`src/hw/rtl/single_wire_sensor_frame_decoder_macros.svh`:
```
// Assertion macros for the single-wire sensor frame decoder.
// Included by the RTL files that carry concurrent assertions; no other dependencies.
`ifndef SINGLE_WIRE_SENSOR_FRAME_DECODER_MACROS_SVH
`define SINGLE_WIRE_SENSOR_FRAME_DECODER_MACROS_SVH
`ifndef SYNTH
`define SWSFD_ASSERT(label, clk, rst_n, ante, cons) \
  label: assert property (@(posedge clk) disable iff (!rst_n) (ante) |-> (cons)) \
    else $error("swsfd assertion failed");
`define SWSFD_ASSERT_NEXT(label, clk, rst_n, ante, cons) \
  label: assert property (@(posedge clk) disable iff (!rst_n) (ante) |=> (cons)) \
    else $error("swsfd assertion failed");
`else
`define SWSFD_ASSERT(label, clk, rst_n, ante, cons)
`define SWSFD_ASSERT_NEXT(label, clk, rst_n, ante, cons)
`endif
`endif

```
`src/hw/rtl/swsfd_pkg.sv`:
```
// Types and constants of the single-wire sensor frame decoder.
// No dependencies; used by single_wire_sensor_frame_decoder.
package swsfd_pkg;

  localparam int TimeW = 32;
  localparam int CountW = 7;
  localparam int ThrW = 8;
  localparam int CfgIdxW = 2;
  localparam int CfgDataW = 32;

  // Item kinds.
  localparam logic [1:0] FUNC_START = 2'd0;
  localparam logic [1:0] FUNC_EDGE  = 2'd1;
  localparam logic [1:0] FUNC_POLL  = 2'd2;

  // Register indexes.
  localparam logic [CfgIdxW-1:0] CFG_BIT_THRESHOLD = 2'd0;
  localparam logic [CfgIdxW-1:0] CFG_TIMEOUT       = 2'd1;
  localparam logic [CfgIdxW-1:0] CFG_EXPECTED      = 2'd2;

  // Register reset values.
  localparam logic [ThrW-1:0]   THRESHOLD_RST = 8'd35;
  localparam logic [TimeW-1:0]  TIMEOUT_RST   = 32'd4000000;
  localparam logic [CountW-1:0] EXPECTED_RST  = 7'd84;

  // The first payload bit arrives on this edge.
  localparam logic [CountW-1:0] FIRST_BIT_EDGE = 7'd5;

  typedef struct packed {
    logic [1:0]       func;
    logic [TimeW-1:0] time_us;
  } in_t;

  typedef struct packed {
    logic [15:0]       humidity_tenths;
    logic [15:0]       temperature_tenths;
    logic [7:0]        checksum_byte;
    logic              timed_out;
    logic [CountW-1:0] edges_seen;
  } out_t;

endpackage

```
`src/hw/rtl/single_wire_sensor_frame_decoder.sv`:
```
// Top level of the single-wire sensor frame decoder: input register, frame state,
// two-entry result queue. Depends on swsfd_pkg and the assertion macro header.
//
//   Channel  Signals                         Direction  Carries
//   in       in_valid_i/in_ready_o/in_data_i  input      start, edge or poll word
//   out      out_valid_o/out_ready_i/out_data_o output   finished frame word
//   cfg      cfg_we_i/cfg_idx_i/cfg_wdata_i   input      register write, no handshake
//
// One word is taken per cycle while the input is not stalled. A taken word is
// processed from the input register once the skid register is empty: the frame
// update and end-of-frame decision are made there, and a result goes to the output or skid register.
// The result register and a skid register behind it let input continue while the
// output is stalled; the input register holds its word while the skid register is
// full, and the input stalls only when that word is also waiting. Reset is
// asynchronous and active low, leaves the block idle and loads the register defaults.
`include "single_wire_sensor_frame_decoder_macros.svh"

module single_wire_sensor_frame_decoder #(
  parameter int PAYLOAD_BYTE_COUNT = 5
) (
  input  logic                                clk_i,
  input  logic                                rst_ni,
  input  logic                                in_valid_i,
  output logic                                in_ready_o,
  input  swsfd_pkg::in_t                      in_data_i,
  output logic                                out_valid_o,
  input  logic                                out_ready_i,
  output swsfd_pkg::out_t                     out_data_o,
  input  logic                                cfg_we_i,
  input  logic [swsfd_pkg::CfgIdxW-1:0]       cfg_idx_i,
  input  logic [swsfd_pkg::CfgDataW-1:0]      cfg_wdata_i
);

  localparam int PayloadBits = 8 * PAYLOAD_BYTE_COUNT;
  localparam int CountW = swsfd_pkg::CountW;
  localparam int TimeW = swsfd_pkg::TimeW;

  // Configuration registers.
  logic [swsfd_pkg::ThrW-1:0] thr_q;
  logic [TimeW-1:0]           timeout_q;
  logic [CountW-1:0]          expected_q;

  always_ff @(posedge clk_i or negedge rst_ni) begin
    if (!rst_ni) begin
      thr_q      <= swsfd_pkg::THRESHOLD_RST;
      timeout_q  <= swsfd_pkg::TIMEOUT_RST;
      expected_q <= swsfd_pkg::EXPECTED_RST;
    end else if (cfg_we_i) begin
      case (cfg_idx_i)
        swsfd_pkg::CFG_BIT_THRESHOLD: thr_q      <= cfg_wdata_i[swsfd_pkg::ThrW-1:0];
        swsfd_pkg::CFG_TIMEOUT:       timeout_q  <= cfg_wdata_i[TimeW-1:0];
        swsfd_pkg::CFG_EXPECTED:      expected_q <= cfg_wdata_i[CountW-1:0];
        default: ;
      endcase
    end
  end

  // Input register.
  logic           item_valid_q;
  swsfd_pkg::in_t item_q;
  logic           skid_valid_q;
  logic           advance;

  assign advance    = item_valid_q && !skid_valid_q;
  assign in_ready_o = !item_valid_q || advance;

  always_ff @(posedge clk_i or negedge rst_ni) begin
    if (!rst_ni) begin
      item_valid_q <= 1'b0;
    end else if (in_ready_o) begin
      item_valid_q <= in_valid_i;
    end
  end

  always_ff @(posedge clk_i) begin
    if (in_ready_o && in_valid_i) begin
      item_q <= in_data_i;
    end
  end

  // Frame state.
  logic                   listening_q, listening_d;
  logic [CountW-1:0]      edge_cnt_q, edge_cnt_d;
  logic                   have_last_q, have_last_d;
  logic [TimeW-1:0]       last_time_q, last_time_d;
  logic [TimeW-1:0]       start_time_q, start_time_d;
  logic [PayloadBits-1:0] payload_q, payload_d;

  logic [TimeW-1:0]  interval;
  logic [TimeW-1:0]  since_start;
  logic [CountW-1:0] cnt_inc;
  logic [CountW-1:0] bit_off;
  logic [5:0]        bit_idx;
  logic              bit_set;
  logic              bit_val;
  logic              emit;
  logic              timed;

  assign cnt_inc     = edge_cnt_q + 7'd1;
  assign interval    = have_last_q ? (item_q.time_us - last_time_q) : '0;
  assign since_start = item_q.time_us - start_time_q;
  assign bit_off     = cnt_inc - swsfd_pkg::FIRST_BIT_EDGE;
  assign bit_idx     = bit_off[CountW-1:1];
  assign bit_val     = interval > {{(TimeW - swsfd_pkg::ThrW){1'b0}}, thr_q};
  // Odd edges from the fifth on carry bits; bits past the payload fall away.
  assign bit_set     = (cnt_inc >= swsfd_pkg::FIRST_BIT_EDGE) && cnt_inc[0] &&
                       ({1'b0, bit_idx} < 7'(PayloadBits)) && bit_val;

  always_comb begin
    listening_d  = listening_q;
    edge_cnt_d   = edge_cnt_q;
    have_last_d  = have_last_q;
    last_time_d  = last_time_q;
    start_time_d = start_time_q;
    payload_d    = payload_q;
    emit         = 1'b0;
    timed        = 1'b0;
    if (advance) begin
      case (item_q.func)
        swsfd_pkg::FUNC_START: begin
          listening_d  = 1'b1;
          edge_cnt_d   = '0;
          have_last_d  = 1'b0;
          last_time_d  = '0;
          start_time_d = item_q.time_us;
          payload_d    = '0;
        end
        swsfd_pkg::FUNC_EDGE: begin
          if (listening_q) begin
            edge_cnt_d  = cnt_inc;
            have_last_d = 1'b1;
            last_time_d = item_q.time_us;
            for (int j = 0; j < PayloadBits; j++) begin
              payload_d[j] = payload_q[j] |
                             (bit_set && (bit_idx == 6'(PayloadBits - 1 - j)));
            end
            emit = cnt_inc >= expected_q;
          end
        end
        swsfd_pkg::FUNC_POLL: begin
          if (listening_q && (since_start > timeout_q)) begin
            emit  = 1'b1;
            timed = 1'b1;
          end
        end
        default: ;
      endcase
      if (emit) begin
        listening_d  = 1'b0;
        edge_cnt_d   = '0;
        have_last_d  = 1'b0;
        last_time_d  = '0;
        start_time_d = '0;
        payload_d    = '0;
      end
    end
  end

  always_ff @(posedge clk_i or negedge rst_ni) begin
    if (!rst_ni) begin
      listening_q  <= 1'b0;
      edge_cnt_q   <= '0;
      have_last_q  <= 1'b0;
      last_time_q  <= '0;
      start_time_q <= '0;
      payload_q    <= '0;
    end else begin
      listening_q  <= listening_d;
      edge_cnt_q   <= edge_cnt_d;
      have_last_q  <= have_last_d;
      last_time_q  <= last_time_d;
      start_time_q <= start_time_d;
      payload_q    <= payload_d;
    end
  end

  // The result is built from the frame as it stands after this word, before
  // the clear; payload_d is only cleared after emit, so take the updated bits.
  // Bytes beyond the payload read as zero.
  logic [PayloadBits-1:0] payload_upd;
  swsfd_pkg::out_t        res;

  always_comb begin
    payload_upd = payload_q;
    for (int j = 0; j < PayloadBits; j++) begin
      payload_upd[j] = payload_q[j] |
                       ((item_q.func == swsfd_pkg::FUNC_EDGE) && bit_set &&
                        (bit_idx == 6'(PayloadBits - 1 - j)));
    end
  end

  logic [7:0] rbyte [5];

  for (genvar k = 0; k < 5; k++) begin : g_rbyte
    if (k < PAYLOAD_BYTE_COUNT) begin : g_have
      assign rbyte[k] = payload_upd[8*(PAYLOAD_BYTE_COUNT-k)-1 -: 8];
    end else begin : g_none
      assign rbyte[k] = 8'h00;
    end
  end

  assign res.humidity_tenths    = {rbyte[0], rbyte[1]};
  assign res.temperature_tenths = {rbyte[2], rbyte[3]};
  assign res.checksum_byte      = rbyte[4];
  assign res.timed_out          = timed;
  assign res.edges_seen         = (item_q.func == swsfd_pkg::FUNC_EDGE) ? cnt_inc : edge_cnt_q;

  // Two-entry result queue: output register with a skid register behind it.
  logic            out_valid_q, out_valid_d;
  logic            skid_valid_d;
  swsfd_pkg::out_t out_q, out_d;
  swsfd_pkg::out_t skid_q, skid_d;
  logic            push;
  logic            pop;

  assign push = emit;
  assign pop  = out_valid_q && out_ready_i;

  always_comb begin
    out_valid_d  = out_valid_q;
    skid_valid_d = skid_valid_q;
    out_d        = out_q;
    skid_d       = skid_q;
    if (!out_valid_q) begin
      if (push) begin
        out_valid_d = 1'b1;
        out_d       = res;
      end
    end else if (pop) begin
      if (skid_valid_q) begin
        out_d        = skid_q;
        skid_valid_d = 1'b0;
      end else if (push) begin
        out_d = res;
      end else begin
        out_valid_d = 1'b0;
      end
    end else if (push) begin
      skid_valid_d = 1'b1;
      skid_d       = res;
    end
  end

  always_ff @(posedge clk_i or negedge rst_ni) begin
    if (!rst_ni) begin
      out_valid_q  <= 1'b0;
      skid_valid_q <= 1'b0;
    end else begin
      out_valid_q  <= out_valid_d;
      skid_valid_q <= skid_valid_d;
    end
  end

  always_ff @(posedge clk_i) begin
    out_q  <= out_d;
    skid_q <= skid_d;
  end

  assign out_valid_o = out_valid_q;
  assign out_data_o  = out_q;

  `SWSFD_ASSERT(a_skid_behind_out, clk_i, rst_ni, skid_valid_q, out_valid_q)
  `SWSFD_ASSERT_NEXT(a_emit_goes_idle, clk_i, rst_ni, push, !listening_q)
  `SWSFD_ASSERT(a_count_needs_frame, clk_i, rst_ni, edge_cnt_q != '0, listening_q)
  `SWSFD_ASSERT(a_idle_no_last_edge, clk_i, rst_ni, !listening_q, !have_last_q)
  `SWSFD_ASSERT(a_idle_payload_clear, clk_i, rst_ni, !listening_q, payload_q == '0)

endmodule
```
`config.mk`:
```
export PLATFORM = sky130hd
export DESIGN_NAME = single_wire_sensor_frame_decoder
export DESIGN_NICKNAME = d
export VERILOG_FILES = /design/src/hw/rtl/swsfd_pkg.sv /design/src/hw/rtl/single_wire_sensor_frame_decoder.sv
export VERILOG_INCLUDE_DIRS = /design/src /design/src/hw/rtl
export SDC_FILE = /design/constraint.sdc
export NUM_CORES = 1
export LEC_CHECK = 0
export BUFFER_PORTS_ARGS = -buffer_cell sky130_fd_sc_hd__buf_4
export CAP_MARGIN = 0
export CORE_MARGIN = 2
export CORE_UTILIZATION = 35
export CTS_BUF_LIST = sky130_fd_sc_hd__clkbuf_2
export CTS_CLUSTER_SIZE = 40
export DETAILED_ROUTE_END_ITERATION = 12
export GPL_TIMING_DRIVEN = 0
export REMOVE_ABC_BUFFERS = 1
export SYNTH_ARGS = -nofsm -noshare
export SYNTH_HDL_FRONTEND = slang
export SYNTH_SLANG_ARGS = --single-unit
```
`constraint.sdc`:
```
create_clock -name clk_i -period 17.95 [get_ports clk_i]
set_clock_uncertainty 0.05 [all_clocks]
set_input_delay 0.8975 -clock clk_i [delete_from_list [all_inputs] [get_ports clk_i]]
set_output_delay 0.8975 -clock clk_i [all_outputs]
set_load 0.02 [all_outputs]
```
; ---- Word level (Yosys, flattened, before mapping)
; Cells that the tools add are included.
; Widths: inputs -> output; s select.
[word_totals]
reg_bits = 293
out_inout_bits = 50
inputBits = 73
[op_classes]
n_addsub = 4
n_bitwise = 81
n_mux = 35
reduce_logical = 104
magnitude_cmp = 5
n_eq_ne = 45
[ops]
columns = op, n
row1 = $mux 48, 4
row2 = $mux 32, 5
row3 = $eq 6x5->1 const B, 16
row4 = $logic_and 1x1->1, 88
row5 = $mux 40, 2
row6 = $or 1x1->1, 80
row7 = $pmux 40 s2, 1
row8 = $pmux 32 s2, 1
row9 = $sub 32x32->32, 2
row10 = $eq 6x4->1 const B, 8
row11 = $eq 6x6->1 const B, 8
row12 = $gt 32x32->1, 1
row13 = $gt 32x8->1, 1
row14 = $eq 6x3->1 const B, 4
row15 = $mux 7, 3
row16 = $mux 1, 16
row17 = $pmux 7 s2, 1
row18 = $eq 6x2->1 const B, 2
row19 = $reduce_and 2->1, 5
row20 = $add 7x1->7 const B, 1
row21 = $ge 7x3->1 const B, 1
row22 = $ge 7x7->1, 1
row23 = $sub 7x3->7 const B, 1
row24 = $eq 6x1->1 const B, 1
row25 = other kinds (14), 21

; ---- Logic depth before layout (Yosys ltp)
[depth]
ltp_word = 12
ltp_mapped = 29
ltp_nobuf = 27

; ---- Worst setup path after synthesis
; No wires, ideal clock.
[synth_timing]
kind = reg-to-reg
from = register item_q[0] (netlist bit)
to = register skid_q[0] (netlist bit), enable pin
slack_ps = 10225
setup_ps = 453
t_arrival_ps = 7222
path_buffers = 2
t_required_ps = 17447
stages_incl_launch_ff = 28
path_cell_list = edfxtp_1 -> inv_1 -> ha_1 -> inv_1 -> fa_1 -> a21o_1 -> a21oi_1 -> o32a_1 -> a21oi_1 -> a2111oi_1 -> o41ai_1 -> a41oi_1 -> a21oi_1 -> a21o_1 -> a21oi_1 -> xnor2_1 -> ha_1 -> nand2_1 -> nor3_1 -> nand4_1 -> nor2_1 -> nand4_1 -> a31o_2 -> a21oi_1 -> o211ai_2 -> clkbuf_1 -> clkbuf_1 -> nor2_1
[synth_via]
elab_chain_len = 8
[synth_lines]
columns = element, line
row1 = "start, declared", single_wire_sensor_frame_decoder.sv:60  ; swsfd_pkg::in_t item_q;
row2 = "start signal, assigned", single_wire_sensor_frame_decoder.sv:77  ; item_q <= in_data_i;
row3 = $sub 32x32->32, single_wire_sensor_frame_decoder.sv:101  ; assign since_start = item_q.time_us - start_time_q;
row4 = $gt 32x32->1, single_wire_sensor_frame_decoder.sv:141  ; if (listening_q && (since_start > timeout_q)) begin
row5 = $logic_and 1x1->1, single_wire_sensor_frame_decoder.sv:141
row6 = $mux 1, single_wire_sensor_frame_decoder.sv:141
row7 = $pmux 1 s2, single_wire_sensor_frame_decoder.sv:119  ; case (item_q.func)
row8 = $mux 1 (2 in series), single_wire_sensor_frame_decoder.sv:118  ; if (advance) begin
row9 = $reduce_and 3->1 (no line), n/a
row10 = "end signal, assigned", single_wire_sensor_frame_decoder.sv:256  ; skid_q <= skid_d;
row11 = "end, declared", single_wire_sensor_frame_decoder.sv:212  ; swsfd_pkg::out_t skid_q, skid_d;
; Every way passes these cells. The select of a mux whose other input is x is not followed.
; A chain may end at the register's enable or synchronous reset.

; ---- Worst setup path in the final report
[layout_timing]
from = register item_q[0] (netlist bit)
to = register payload_q[2]
[layout_via]
elab_chain_len = 9
word_cells_on_any_way = 18
cone_classes = 2 x add/sub / 2 x order compare / 1 x eq/ne / 7 x mux / 1 x bitwise / 5 x reduce/logical
[layout_lines]
columns = element, line
row1 = "parallel branches: the longest is 9 deep, another holds $sub 32x32->32", n/a
row2 = "end signal, assigned", single_wire_sensor_frame_decoder.sv:173  ; payload_q <= payload_d;
row3 = "end, declared", single_wire_sensor_frame_decoder.sv:87  ; logic [PayloadBits-1:0] payload_q, payload_d;
; Several ways; the timed one is not identified. The select of a mux whose other input is x is not followed.

==> results.py <==
metrics = {
    "sta": {
        "maxSlewViolCount": 0,
        "post-route-period-util": 0.482,
        "setup_viol": 0,
        "tightest_slew_ns": 1.31,
        "finalSetupTns_ns": 0,
        "slew_headroom": 0.122,
        "setup_ws_ns": 9.30,
        "rsz0062_at_grt": "no",
        "hold_viol": 0,
        "period_minus_slack_ns": 8.65,
        "fmax_ghz": 0.116,
        "hold_ws_ns": 0.200,
    },
    "detailed_routing": {
        "routed_wl_mm": 45.9,
        "wl_per_cell_um": 16.6,
        "ant_nets": 0,
        "drt-initial-drc-count": 792,
        "drc": 0,
        "firstDrtPassIters": 5,
        "viasPerCell": 5.16,
        "vias": 14235,
    },
    "clock_network": {
        "clk_path_buf_depth": 3,
        "root_buffer": "clkbuf_2",
        "postCtsSetupRepairBufs": 0,
        "cts_hold_buf": 69,
        "cts.sinks": 293,
        "cts_made_buffers": 85,
        "cts_tree": "yes",
        "postCtsResizedCells": 0,
        "clkSlewWorstSetupHoldPaths_ns": 0.11,
        "clk_latency_ns": 1.05,
        "htree_num_levels": 3,
    },
    "global_route": {
        "grt_use_met2": 0.306,
        "gr-max-usage-layer": "met2",
        "grt_pass1_wl_mm": 74.3,
        "met1_usage": 0.228,
        "grt_pass1_vias": 14318,
        "antenna_found_initial": 1,
        "grt_use_met3": 0.0360,
        "grt_max_degree": 89,
        "overflow": 0,
        "gr-usage-all-layers": 0.182,
    },
    "placement": {
        "hpwl_mm": 31.2,
        "io_buffers": 122,
        "dp.cells": 2530,
        "place_ws_ns": 9.42,
        "place_congestion": 0.878,
        "postPlaceCellArea_um2": 19100,
    },
    "logic_synthesis": {
        "synth_edf_count": 130,
        "yosysSeqAreaShare": 0.461,
        "synth.avg_cell_area_um2": 9.58,
        "synth_area_um2": 17400,
        "netlist_instances": 1812,
        "synth_ff_type": "dfrtp_1",
        "synth_seq_cells": 293,
        "ys_warn_count": 0,
        "ys_types": 81,
        "async_reset_ff_frac": 0.556,
    },
    "worst_setup_path": {
        "cp.required_ns": 18.74,
        "end_kind": "flip-flop",
        "criticalPathCategory": "flip-flop to flip-flop",
        "cp_max_fo": 26,
        "slowest_stage": "o21ai_4",
        "crit_top_cell": "a21oi_1",
        "critPathArrivalTime_ns": 9.43,
        "path_buf_inv": 3,
        "worstSetupStartpointType": "flip-flop",
        "cpPeakStageDelay_ns": 0.71,
        "cp_top_family": "compound AO/OA/AOI/OAI gates",
    },
    "die": {
        "ios": 123,
        "coreArea_um2": 49000,
        "die_y_um": 227,
        "rows": 81,
        "dieWidth_um": 227,
        "initial_core_util": 0.355,
        "die_area_um2": 51400,
    },
    "final_layout": {
        "fin_area_um2": 20600,
        "layout.cells.non_filler": 2760,
        "fin_util": 0.422,
        "syn_to_final_growth_pct": 18.9,
        "num-fill-cells": 4824,
        "drive_above_1_share": 0.177,
        "layout.nets": 2213,
    },
    "pwr": {
        "p_per_area_nw_per_um2": 142,
        "ir_worst_vdd_v": 0.0000686,
        "p_total_mw": 2.93,
        "power_leakage_nw": 8.80,
    },
    "flow_run": {
        "drv_cap": 0,
    },
    "min_path": {
        "worstHoldPathType": "input port to flip-flop",
    },
    "run_status": {
        "status": "finished clean",
    },
}
layout make-up:
cell class,instances,area [um2],share of cell area
flip-flops and latches,293,8000,0.388
clock buffers,136,681,0.0330
repair buffers,207,1940,0.0940
diodes,1,2.50,0.000121
clock inverters,24,143,0.00691
inverters,144,541,0.0262
well taps,664,831,0.0402
multi-input cells,1291,8510,0.412
placed cells by master, fill, tap and decap left out, types with 45 or more instances in the layout:
master,n
a21o_1,45
a21oi_1,100
buf_4,121
clkbuf_2,136
dfrtp_1,150
dlygate4sd3_1,69
edfxtp_1,130
ha_1,116
inv_1,143
nand2_1,224
nand3_1,58
nor2_1,123
o21ai_0,133
synth_stat cells (7+ instances only):
cell type / instances / area, um2
nand2_1: 225 / 845
dfrtp_1: 150 / 3750
inv_1: 143 / 537
o21ai_0: 133 / 666
edfxtp_1: 130 / 3900
nor2_1: 127 / 477
ha_1: 116 / 1450
a21oi_1: 100 / 500
nand3_1: 58 / 290
clkbuf_1: 56 / 210
a21o_1: 47 / 353
mux2_2: 41 / 462
o21bai_1: 41 / 308
o31ai_1: 40 / 300
xnor2_1: 39 / 342
a22o_1: 33 / 289
nand2b_1: 31 / 194
a31oi_1: 23 / 144
nor3_1: 23 / 115
xor2_1: 20 / 175
or3_1: 15 / 93.8
nand4_1: 14 / 87.6
buf_2: 13 / 65.1
dfstp_2: 13 / 342
o21ai_1: 13 / 65.1
nor2b_1: 12 / 75.1
and2_1: 11 / 68.8
o41ai_1: 11 / 96.3
and3_1: 10 / 62.6
o21a_1: 10 / 75.1
o2bb2ai_1: 8 / 70.1
buf_6: 7 / 78.8
o211ai_1: 7 / 52.6
worst register-to-register path, stage by stage (launching register included):
cell	delay [ns]
edfxtp_1	0.41
inv_1	0.14
ha_1	0.20
inv_1	0.06
fa_1	0.40
a21o_1	0.18
a21oi_1	0.34
o32a_1	0.28
a21oi_1	0.16
a2111oi_1	0.70
o41ai_1	0.24
a41oi_1	0.35
a21oi_1	0.15
a21o_1	0.20
a21oi_1	0.19
xnor2_1	0.11
ha_1	0.28
nand2_1	0.09
nor3_1	0.27
nand4_1	0.19
nor2_1	0.37
nand4_1	0.35
o211ai_1	0.34
a21oi_1	0.19
o21ai_4	0.71
buf_12	0.28
nand2b_1	0.68
o41ai_1	0.56
final timing paths:
check	start	end	slack [ns]	cells after the start
min in group asynchronous	rst_ni	start_time_q[21]	0.42	2
hold reg to reg	start_time_q[9]	start_time_q[9]	0.44	2
setup reg to reg	item_q[0]	payload_q[2]	9.30	27
hold / removal	cfg_idx_i[0]	thr_q[1]	0.20	4
max in group asynchronous	rst_ni	out_valid_o	16.47	3
setup / recovery	item_q[0]	payload_q[2]	9.30	27
cell families after synthesis:
group           after synthesis  share of synthesized area
simple gates                554                      0.147
compound gates              514                      0.194
flops                       293                      0.461
buf+inv                     228                     0.0534
fa+ha+maj                   118                     0.0859
xor+xnor                     59                     0.0298
mux                          46                     0.0295
routing by layer:
layer  vias to the layer above  part of all wire  wire length (um)
li1                       6960                 -                 -
met1                      6742              0.44             20100
met2                       428              0.48             21900
met3                       105             0.055              2510
met4                         0             0.030              1390
met5                         -                 0                 0
state kept, by name (all words and copies together), names as in the netlist:
register and count:
payload_q 40, thr_q 8, item_valid_q 1, listening_q 1, skid_q 48, expected_q 7, out_data_o 48, last_time_q 32
edge_cnt_q 7, out_valid_o 1, item_q 34, skid_valid_q 1, have_last_q 1, start_time_q 32, timeout_q 32
where the power goes:
group	total [mW]	leakage, nW	internal [mW]	switching [mW]
clock network	0.528	0.627	0.217	0.311
logic	1.41	4.90	0.600	0.811
registers	0.986	3.27	0.880	0.106
No activity file was read; power rests on OpenSTA's default activity.
